==> src/rtl/qadd_pkg.sv <==
package qadd_pkg;

    localparam int unsigned ZP_W     = 8;
    localparam int unsigned MULT_W   = 31;
    localparam int unsigned SHIFT_W  = 5;
    localparam int unsigned CFG_W    = 31;
    localparam int unsigned IDX_W    = 3;
    localparam int unsigned SCALED_W = 29;

    typedef enum logic [IDX_W-1:0] {
        REG_LEFT_ZP    = 3'd0,
        REG_RIGHT_ZP   = 3'd1,
        REG_OUT_ZP     = 3'd2,
        REG_LEFT_MULT  = 3'd3,
        REG_RIGHT_MULT = 3'd4,
        REG_OUT_MULT   = 3'd5,
        REG_SHIFTS     = 3'd6
    } t_reg_idx;

    typedef struct packed {
        logic [ZP_W-1:0]    left_zp;
        logic [ZP_W-1:0]    right_zp;
        logic [ZP_W-1:0]    out_zp;
        logic [MULT_W-1:0]  left_mult;
        logic [MULT_W-1:0]  right_mult;
        logic [MULT_W-1:0]  out_mult;
        logic [SHIFT_W-1:0] lhs_rshift;
        logic [SHIFT_W-1:0] right_shift;
        logic [SHIFT_W-1:0] out_shift;
    } t_qadd_cfg;

    // rounding right shift, ties away from zero
    function automatic logic signed [31:0] qadd_round_shift(
        input logic signed [31:0] x,
        input logic [SHIFT_W-1:0] s
    );
        logic [31:0]        mask;
        logic [31:0]        rem;
        logic [31:0]        thr;
        logic signed [31:0] q;
        mask = (32'd1 << s) - 32'd1;
        rem  = x & mask;
        q    = x >>> s;
        thr  = (mask >> 1) + {31'd0, x[31]};
        return q + $signed({31'd0, (rem > thr)});
    endfunction

endpackage

==> src/rtl/qadd_cfg_regs.sv <==
module qadd_cfg_regs
    import qadd_pkg::*;
(
    input  logic             i_clk,
    input  logic             i_rst_n,
    input  logic             i_cfg_we,
    input  logic [IDX_W-1:0] i_cfg_idx,
    input  logic [CFG_W-1:0] i_cfg_data,
    output t_qadd_cfg        o_cfg
);

    t_qadd_cfg r_cfg;
    t_qadd_cfg n_cfg;

    always_comb begin
        n_cfg = r_cfg;
        if (i_cfg_we) begin
            unique case (i_cfg_idx)
                REG_LEFT_ZP:    n_cfg.left_zp    = i_cfg_data[ZP_W-1:0];
                REG_RIGHT_ZP:   n_cfg.right_zp   = i_cfg_data[ZP_W-1:0];
                REG_OUT_ZP:     n_cfg.out_zp     = i_cfg_data[ZP_W-1:0];
                REG_LEFT_MULT:  n_cfg.left_mult  = i_cfg_data[MULT_W-1:0];
                REG_RIGHT_MULT: n_cfg.right_mult = i_cfg_data[MULT_W-1:0];
                REG_OUT_MULT:   n_cfg.out_mult   = i_cfg_data[MULT_W-1:0];
                REG_SHIFTS: begin
                    n_cfg.lhs_rshift  = i_cfg_data[4:0];
                    n_cfg.right_shift = i_cfg_data[9:5];
                    n_cfg.out_shift   = i_cfg_data[14:10];
                end
                default: n_cfg = r_cfg;
            endcase
        end
    end

    always_ff @(posedge i_clk) begin
        if (!i_rst_n) begin
            r_cfg <= '0;
        end else begin
            r_cfg <= n_cfg;
        end
    end

    assign o_cfg = r_cfg;

endmodule

==> src/rtl/qadd_in_scale.sv <==
module qadd_in_scale
    import qadd_pkg::*;
(
    input  logic                       i_clk,
    input  logic                       i_rst_n,
    input  logic                       i_valid,
    input  logic [7:0]                 i_value,
    input  logic [ZP_W-1:0]            i_zero_point,
    input  logic [MULT_W-1:0]          i_mult,
    input  logic [SHIFT_W-1:0]         i_shift,
    output logic                       o_valid,
    output logic signed [SCALED_W-1:0] o_scaled
);

    logic [3:0]                 r_vld;
    logic signed [8:0]          r_diff;
    logic signed [40:0]         r_prod;
    logic signed [SCALED_W-1:0] r_high;
    logic signed [SCALED_W-1:0] r_scaled;

    logic signed [8:0]  n_diff;
    logic signed [40:0] n_prod;
    logic signed [40:0] n_round;
    logic signed [31:0] n_shifted;

    // the shift by 20 folds into the doubling high multiply: (p + 2^10) >> 11
    always_comb begin
        n_diff    = $signed({1'b0, i_value}) - $signed({1'b0, i_zero_point});
        n_prod    = r_diff * $signed({1'b0, i_mult});
        n_round   = r_prod + 41'sd1024;
        n_shifted = qadd_round_shift({{(32-SCALED_W){r_high[SCALED_W-1]}}, r_high},
                                     i_shift);
    end

    always_ff @(posedge i_clk) begin
        if (!i_rst_n) begin
            r_vld <= '0;
        end else begin
            r_vld <= {r_vld[2:0], i_valid};
        end
    end

    always_ff @(posedge i_clk) begin
        r_diff   <= n_diff;
        r_prod   <= n_prod;
        r_high   <= n_round[SCALED_W+10:11];
        r_scaled <= n_shifted[SCALED_W-1:0];
    end

    assign o_valid  = r_vld[3];
    assign o_scaled = r_scaled;

endmodule

==> src/rtl/qadd_out_scale.sv <==
module qadd_out_scale
    import qadd_pkg::*;
(
    input  logic                       i_clk,
    input  logic                       i_rst_n,
    input  logic                       i_valid,
    input  logic signed [SCALED_W-1:0] i_lhs,
    input  logic signed [SCALED_W-1:0] i_rhs,
    input  logic [ZP_W-1:0]            i_zero_point,
    input  logic [MULT_W-1:0]          i_mult,
    input  logic [SHIFT_W-1:0]         i_shift,
    output logic                       o_valid,
    output logic [7:0]                 o_value
);

    logic [3:0]           r_vld;
    logic signed [29:0]   r_sum;
    logic signed [61:0]   r_prod;
    logic signed [31:0]   r_high;
    logic [7:0]           r_value;

    logic signed [29:0] n_sum;
    logic signed [61:0] n_prod;
    logic signed [61:0] n_round;
    logic signed [31:0] n_res;
    logic [7:0]         n_value;

    always_comb begin
        n_sum   = {i_lhs[SCALED_W-1], i_lhs} + {i_rhs[SCALED_W-1], i_rhs};
        n_prod  = r_sum * $signed({1'b0, i_mult});
        n_round = r_prod + (62'sd1 <<< 30);
        n_res   = qadd_round_shift(r_high, i_shift) + $signed({24'd0, i_zero_point});
        if (n_res[31]) begin
            n_value = 8'd0;
        end else if (n_res > 32'sd255) begin
            n_value = 8'd255;
        end else begin
            n_value = n_res[7:0];
        end
    end

    always_ff @(posedge i_clk) begin
        if (!i_rst_n) begin
            r_vld <= '0;
        end else begin
            r_vld <= {r_vld[2:0], i_valid};
        end
    end

    always_ff @(posedge i_clk) begin
        r_sum   <= n_sum;
        r_prod  <= n_prod;
        r_high  <= {n_round[61], n_round[61:31]};
        r_value <= n_value;
    end

    assign o_valid = r_vld[3];
    assign o_value = r_value;

endmodule

==> src/rtl/quantized_uint8_add_core.sv <==
// Quantized uint8 elementwise add. A pair is taken on every cycle that start
// is high (busy is never raised) and its sum leaves on o_sum_value with
// o_strobe once it has passed both rescale stages; the receiver cannot
// stall, so there is no back-pressure anywhere in the pipe. Each rescale
// stage is a chain of registered steps: zero-point removal, operand multiply,
// doubling high part and rounding shift on each operand in parallel, then
// sum, output multiply, high part and rounding shift with zero-point add and
// clamp. Write the configuration registers only while no pair is in flight.
module quantized_uint8_add_core
    import qadd_pkg::*;
(
    input  logic             i_clk,
    input  logic             i_rst_n,
    input  logic             start,
    output logic             busy,
    input  logic [7:0]       i_lhs_value,
    input  logic [7:0]       i_rhs_value,
    input  logic             i_cfg_we,
    input  logic [IDX_W-1:0] i_cfg_idx,
    input  logic [CFG_W-1:0] i_cfg_data,
    output logic             o_strobe,
    output logic [7:0]       o_sum_value
);

    localparam int unsigned LATENCY = 8;

    t_qadd_cfg                  cfg;
    logic                       accept;
    logic                       lhs_vld;
    logic                       rhs_vld;
    logic signed [SCALED_W-1:0] lhs_scaled;
    logic signed [SCALED_W-1:0] rhs_scaled;

    assign busy   = 1'b0;
    assign accept = start && !busy;

    qadd_cfg_regs u_cfg (
        .i_clk      (i_clk),
        .i_rst_n    (i_rst_n),
        .i_cfg_we   (i_cfg_we),
        .i_cfg_idx  (i_cfg_idx),
        .i_cfg_data (i_cfg_data),
        .o_cfg      (cfg)
    );

    qadd_in_scale u_lhs (
        .i_clk        (i_clk),
        .i_rst_n      (i_rst_n),
        .i_valid      (accept),
        .i_value      (i_lhs_value),
        .i_zero_point (cfg.left_zp),
        .i_mult       (cfg.left_mult),
        .i_shift      (cfg.lhs_rshift),
        .o_valid      (lhs_vld),
        .o_scaled     (lhs_scaled)
    );

    qadd_in_scale u_rhs (
        .i_clk        (i_clk),
        .i_rst_n      (i_rst_n),
        .i_valid      (accept),
        .i_value      (i_rhs_value),
        .i_zero_point (cfg.right_zp),
        .i_mult       (cfg.right_mult),
        .i_shift      (cfg.right_shift),
        .o_valid      (rhs_vld),
        .o_scaled     (rhs_scaled)
    );

    qadd_out_scale u_out (
        .i_clk        (i_clk),
        .i_rst_n      (i_rst_n),
        .i_valid      (lhs_vld && rhs_vld),
        .i_lhs        (lhs_scaled),
        .i_rhs        (rhs_scaled),
        .i_zero_point (cfg.out_zp),
        .i_mult       (cfg.out_mult),
        .i_shift      (cfg.out_shift),
        .o_valid      (o_strobe),
        .o_value      (o_sum_value)
    );

    a_beat_delivered: assert property (@(posedge i_clk) disable iff (!i_rst_n)
        accept |-> ##LATENCY o_strobe)
        else $error("accepted beat did not reach the output");

    a_no_phantom_beat: assert property (@(posedge i_clk) disable iff (!i_rst_n)
        o_strobe |-> $past(accept, LATENCY))
        else $error("output strobe without an accepted beat");

    a_lanes_aligned: assert property (@(posedge i_clk) disable iff (!i_rst_n)
        lhs_vld == rhs_vld)
        else $error("operand lanes out of step");

    a_zero_out_mult: assert property (@(posedge i_clk) disable iff (!i_rst_n)
        (o_strobe && cfg.out_mult == '0) |-> o_sum_value == cfg.out_zp)
        else $error("zero output multiplier must give the output zero point");

endmodule

==> config.mk <==
export PLATFORM = sky130hd
export DESIGN_NAME = quantized_uint8_add_core
export DESIGN_NICKNAME = d
export VERILOG_FILES = /design/src/rtl/qadd_pkg.sv /design/src/rtl/qadd_cfg_regs.sv /design/src/rtl/qadd_in_scale.sv /design/src/rtl/qadd_out_scale.sv /design/src/rtl/quantized_uint8_add_core.sv
export SDC_FILE = /design/constraint.sdc
export NUM_CORES = 2
export LEC_CHECK = 0
export ABC_AREA = 1
export BUFFER_PORTS_ARGS = -buffer_cell sky130_fd_sc_hd__buf_2
export CAP_MARGIN = 10
export CORE_ASPECT_RATIO = 0.9
export CORE_MARGIN = 4
export CORE_UTILIZATION = 65
export DETAILED_ROUTE_END_ITERATION = 10
export GPL_ROUTABILITY_DRIVEN = 1
export PLACE_DENSITY = 0.8
export SYNTH_ARGS = -nofsm -noshare
export SYNTH_HDL_FRONTEND = slang
export SYNTH_SLANG_ARGS = --single-unit
==> constraint.sdc <==
create_clock -name i_clk -period 7.45 [get_ports i_clk]
set_input_delay 2.235 -clock i_clk [delete_from_list [all_inputs] [get_ports i_clk]]
set_output_delay 2.235 -clock i_clk [all_outputs]
set_load 0.05 [all_outputs]
==> metrics.log <==
INFO  metric reg2reg_from = u_cfg.o_cfg[42]
INFO  metric finalMaxSlewViolations = 0
INFO  metric rrSetupSlack = 250 ps
INFO  metric finish.cell_count_without_fillers = 11,666
INFO  metric worst_slew_margin_rel = 20.50%
INFO  metric die_w = 368.9 um
INFO  metric power.leakage = 42.74 nW
INFO  metric cell_count_after_placement = 11,551
INFO  metric ys_top_cells_by_area = sky130_fd_sc_hd__fa_1 (32%), sky130_fd_sc_hd__nand2_1 (12%), sky130_fd_sc_hd__dfxtp_1 (11%), sky130_fd_sc_hd__inv_1 (11%), sky130_fd_sc_hd__ha_1 (10%)
INFO  metric avg_inst_size_synth = 7.494 um2
INFO  metric clk-insertion-delay-late = 650 ps
INFO  metric root_buffer = sky130_fd_sc_hd__clkbuf_16
INFO  metric synth.distinct_cells = 70
INFO  metric antenna_left = 0
INFO  metric worst_clock_skew = 29.61 ps
INFO  metric hold_path_origin = u_lhs.r_vld[3]
INFO  metric yosys.area.top_type_share = 32.03%
INFO  metric synthesis.instances = 10,168
INFO  metric async_set_reset_flop_share_out_of_synthesis = 0%
INFO  metric detail_route.wl_per_cell = 18.96 um
INFO  metric crit_path_end_kind = register
INFO  metric seq_total_area_yosys = 11.43%
INFO  metric report.final.setup_viol = 0
INFO  metric yosysWarningCount = 0
INFO  metric ys_top_cells_by_count = sky130_fd_sc_hd__nand2_1 (2,422), sky130_fd_sc_hd__inv_1 (2,174), sky130_fd_sc_hd__fa_1 (1,219)
INFO  metric holdPathStages = 2
INFO  metric synthMostInstantiatedCell = sky130_fd_sc_hd__nand2_1
INFO  metric crit_path_max_fo = 30
INFO  metric floorplan.initialDensity = 65.83%
INFO  metric ys_seq_elements = 435
INFO  metric nNetsFinal = 11,954
INFO  metric r2r-end = u_out.r_prod[58]
INFO  metric hold_path_end = u_out.r_vld[0]
INFO  metric num_vias = 65,650
INFO  metric run_status = completed
INFO  metric wl = 221,200 um
INFO  metric layout-area-overhead-vs-synth = 5.740%
INFO  metric htree_levels = 2
INFO  metric clk_transition_reported_paths = 60 ps
INFO  metric place.gp.congestion = 1.001
INFO  metric hold_class = reg2reg
INFO  metric period_needed = 7204 ps
INFO  metric track_usage = 36.30%
INFO  metric port_buffers = 62
INFO  metric numClockSinks = 435
INFO  metric cts_hold_repair.buffers = 0
INFO  metric post_synth_instance_area = 76,200 um2
INFO  metric design.core.area = 115,800 um2
INFO  metric chipHeight = 332.8 um
INFO  metric ioPinCount = 64
INFO  metric finalSetupTns = 0 ps
INFO  metric number_of_rows_created_at_floorplan = 118
INFO  metric cp_data_required_time = 7960 ps
INFO  metric max-vdd-ir-drop = 0.2922 mV
INFO  metric drc = 0
INFO  metric synth_top_flop_cell = sky130_fd_sc_hd__dfxtp_1
INFO  metric drt_first_pass_iters = 8
INFO  metric route.detailed.vias_per_inst = 5.627
INFO  metric grt_antenna_before_repair = 11
INFO  metric synth_top_area_cell = sky130_fd_sc_hd__fa_1
INFO  metric die_area = 122,800 um2
INFO  metric proportion_of_layout_cells_with_a_drive_suffix_above_1 = 5.991%
INFO  metric grt_first_pass_wirelength = 355,900 um
INFO  metric synth_edf_count = 0
INFO  metric post-place-ws = 129.8 ps
INFO  metric grt_pass1_vias = 67,460
INFO  metric worst_setup_path_start_kind = register
INFO  metric r2r_cells = 24
INFO  metric grt_start_max_net_pins = 141
INFO  metric drt-initial-drc-count = 6,119
INFO  metric max_freq = 138.8 MHz
INFO  metric cts_tree = done
INFO  metric worstPathArrival = 7710 ps
INFO  metric pwr_density_cell = 280.9 nW/um2
INFO  metric cts-buffers-inserted = 51
INFO  metric timing.max_cap.violations = 0
INFO  metric cts_max_path_buffers = 3
INFO  metric final_hold_viol_count = 0
INFO  metric final_min_period_over_clock_period = 96.69%
INFO  metric tightestPinTransition = 1191 ps
INFO  metric setup.worst_path.class = reg2reg
INFO  metric hpwl = 181,900 um
INFO  metric setup_slack = 246.3 ps
INFO  metric grt_overflow_total = 0
[timing repair]
item	in CTS	in global routing
gates resized for setup	0	58
setup endpoints to repair	0	28
setup buffers	0	10
[how the worst max path moves through the flow]
stage                    startpoint                to
floorplan            u_out.r_sum[3]  u_out.r_prod[61]
global placement    u_out.r_sum[23]  u_out.r_prod[57]
detailed placement   u_cfg.o_cfg[1]  u_out.o_value[2]
CTS                  u_cfg.o_cfg[1]  u_out.o_value[2]
global route        u_cfg.o_cfg[28]  u_out.r_prod[53]
finish              u_cfg.o_cfg[42]  u_out.r_prod[58]
[flip-flops by register name, summed over array words and instances (netlist names)]
name,count
u_out.r_high,31
u_out.o_value,8
u_out.r_vld,4
u_lhs.r_high,29
u_lhs.o_scaled,29
u_rhs.o_scaled,29
u_lhs.r_diff,9
u_out.r_sum,30
u_cfg.o_cfg,132
u_lhs.r_vld,4
u_lhs.r_prod,30
u_out.r_prod,32
u_rhs.r_high,29
u_rhs.r_diff,9
u_rhs.r_prod,30
[worst max-delay path, stage by stage (launching register included)]
cell and delay (ps):
sky130_fd_sc_hd__dfxtp_1 340, sky130_fd_sc_hd__buf_4 370, sky130_fd_sc_hd__nand2_1 150, sky130_fd_sc_hd__fa_1 560, sky130_fd_sc_hd__inv_1 60, sky130_fd_sc_hd__fa_1 510, sky130_fd_sc_hd__fa_1 540, sky130_fd_sc_hd__inv_1 50
sky130_fd_sc_hd__fa_1 490, sky130_fd_sc_hd__fa_1 510, sky130_fd_sc_hd__fa_1 490, sky130_fd_sc_hd__inv_1 50, sky130_fd_sc_hd__fa_1 500, sky130_fd_sc_hd__fa_1 430, sky130_fd_sc_hd__ha_1 350, sky130_fd_sc_hd__nand2_1 100
sky130_fd_sc_hd__nor2_1 150, sky130_fd_sc_hd__inv_1 70, sky130_fd_sc_hd__nor2_1 90, sky130_fd_sc_hd__inv_1 60, sky130_fd_sc_hd__nor3_1 200, sky130_fd_sc_hd__nand2_1 80, sky130_fd_sc_hd__o211ai_1 480, sky130_fd_sc_hd__a41oi_1 220
sky130_fd_sc_hd__xor2_1 190
[power by group]
group	internal, mW	switching (mW)	leakage [nW]
registers	3.21	0.951	3.63
logic	5.59	10.1	38.2
clock network	1.63	1.12	0.884
total	10.4	12.2	42.7
[area by class of cell]
type / count / area [um2]
Inverter: 2194 / 8244
Clock buffer: 68 / 1411
Tap cell: 1560 / 1952
Timing Repair Buffer: 269 / 2268
Sequential cell: 435 / 8747
Clock inverter: 27 / 424.2
Fill cell: 9743 / 35180
Antenna cell: 8 / 20.02
Multi-Input combinational cell: 7105 / 57510
[per-layer routing]
metal	track usage, %	up-vias	wire, um
li1	-	30365	-
met1	47.66	31495	86990
met2	58.30	3175	99770
met3	7.956	607	23040
met4	15.57	8	11390
met5	0	-	52
[logic make-up (layout without fill, tap and decap cells)]
group | count (synthesis) | in the layout | synth area share, %
other | 2 | 15 | 0.009856
adders and majority gates | 1844 | 1844 | 42.29
DFF | 435 | 435 | 11.43
and+or+nand+nor | 3878 | 3878 | 21.27
xor gates and xnor gates | 398 | 398 | 4.634
AOI/OAI and AO/OA | 957 | 957 | 6.849
buffers and inverters | 2633 | 2558 | 13.24
muxes | 21 | 21 | 0.2759
[metrics by stage]
stage / hold slack, ps / power [mW] / util (%) / cell area, um2
final: 407.5 / 22.63 / 69.61 / 80570
after global routing: 431.7 / 24.64 / 69.60 / 80560
after CTS: 403.7 / 22.33 / 69.33 / 80250
after detailed placement: 396.7 / 19.44 / 67.74 / 78410
after global placement: 391.6 / 19.13 / 67.74 / 78410
after floorplan: 386.4 / 14.30 / - / 76220
[cell usage in the layout, fill, tap and decap left out, drive strengths merged, types with 6 or more instances in the layout]
cell and n:
a211oi 12, a21o 10, a21oi 346, a221oi 7
a31oi 57, and2 6, buf 267, bufinv 8
clkbuf 70, clkinv 10, conb 7, dfxtp 435
diode 8, fa 1219, ha 625, inv 2199
mux2i 21, nand2 2447, nand3 335, nand3b 7
nand4 106, nor2 741, nor3 115, nor4 24
o211ai 12, o21a 26, o21ai 437, o21bai 9
o221ai 9, o31ai 6, or2 89, xnor2 117
xor2 281
(Power assumes the default switching activity.)
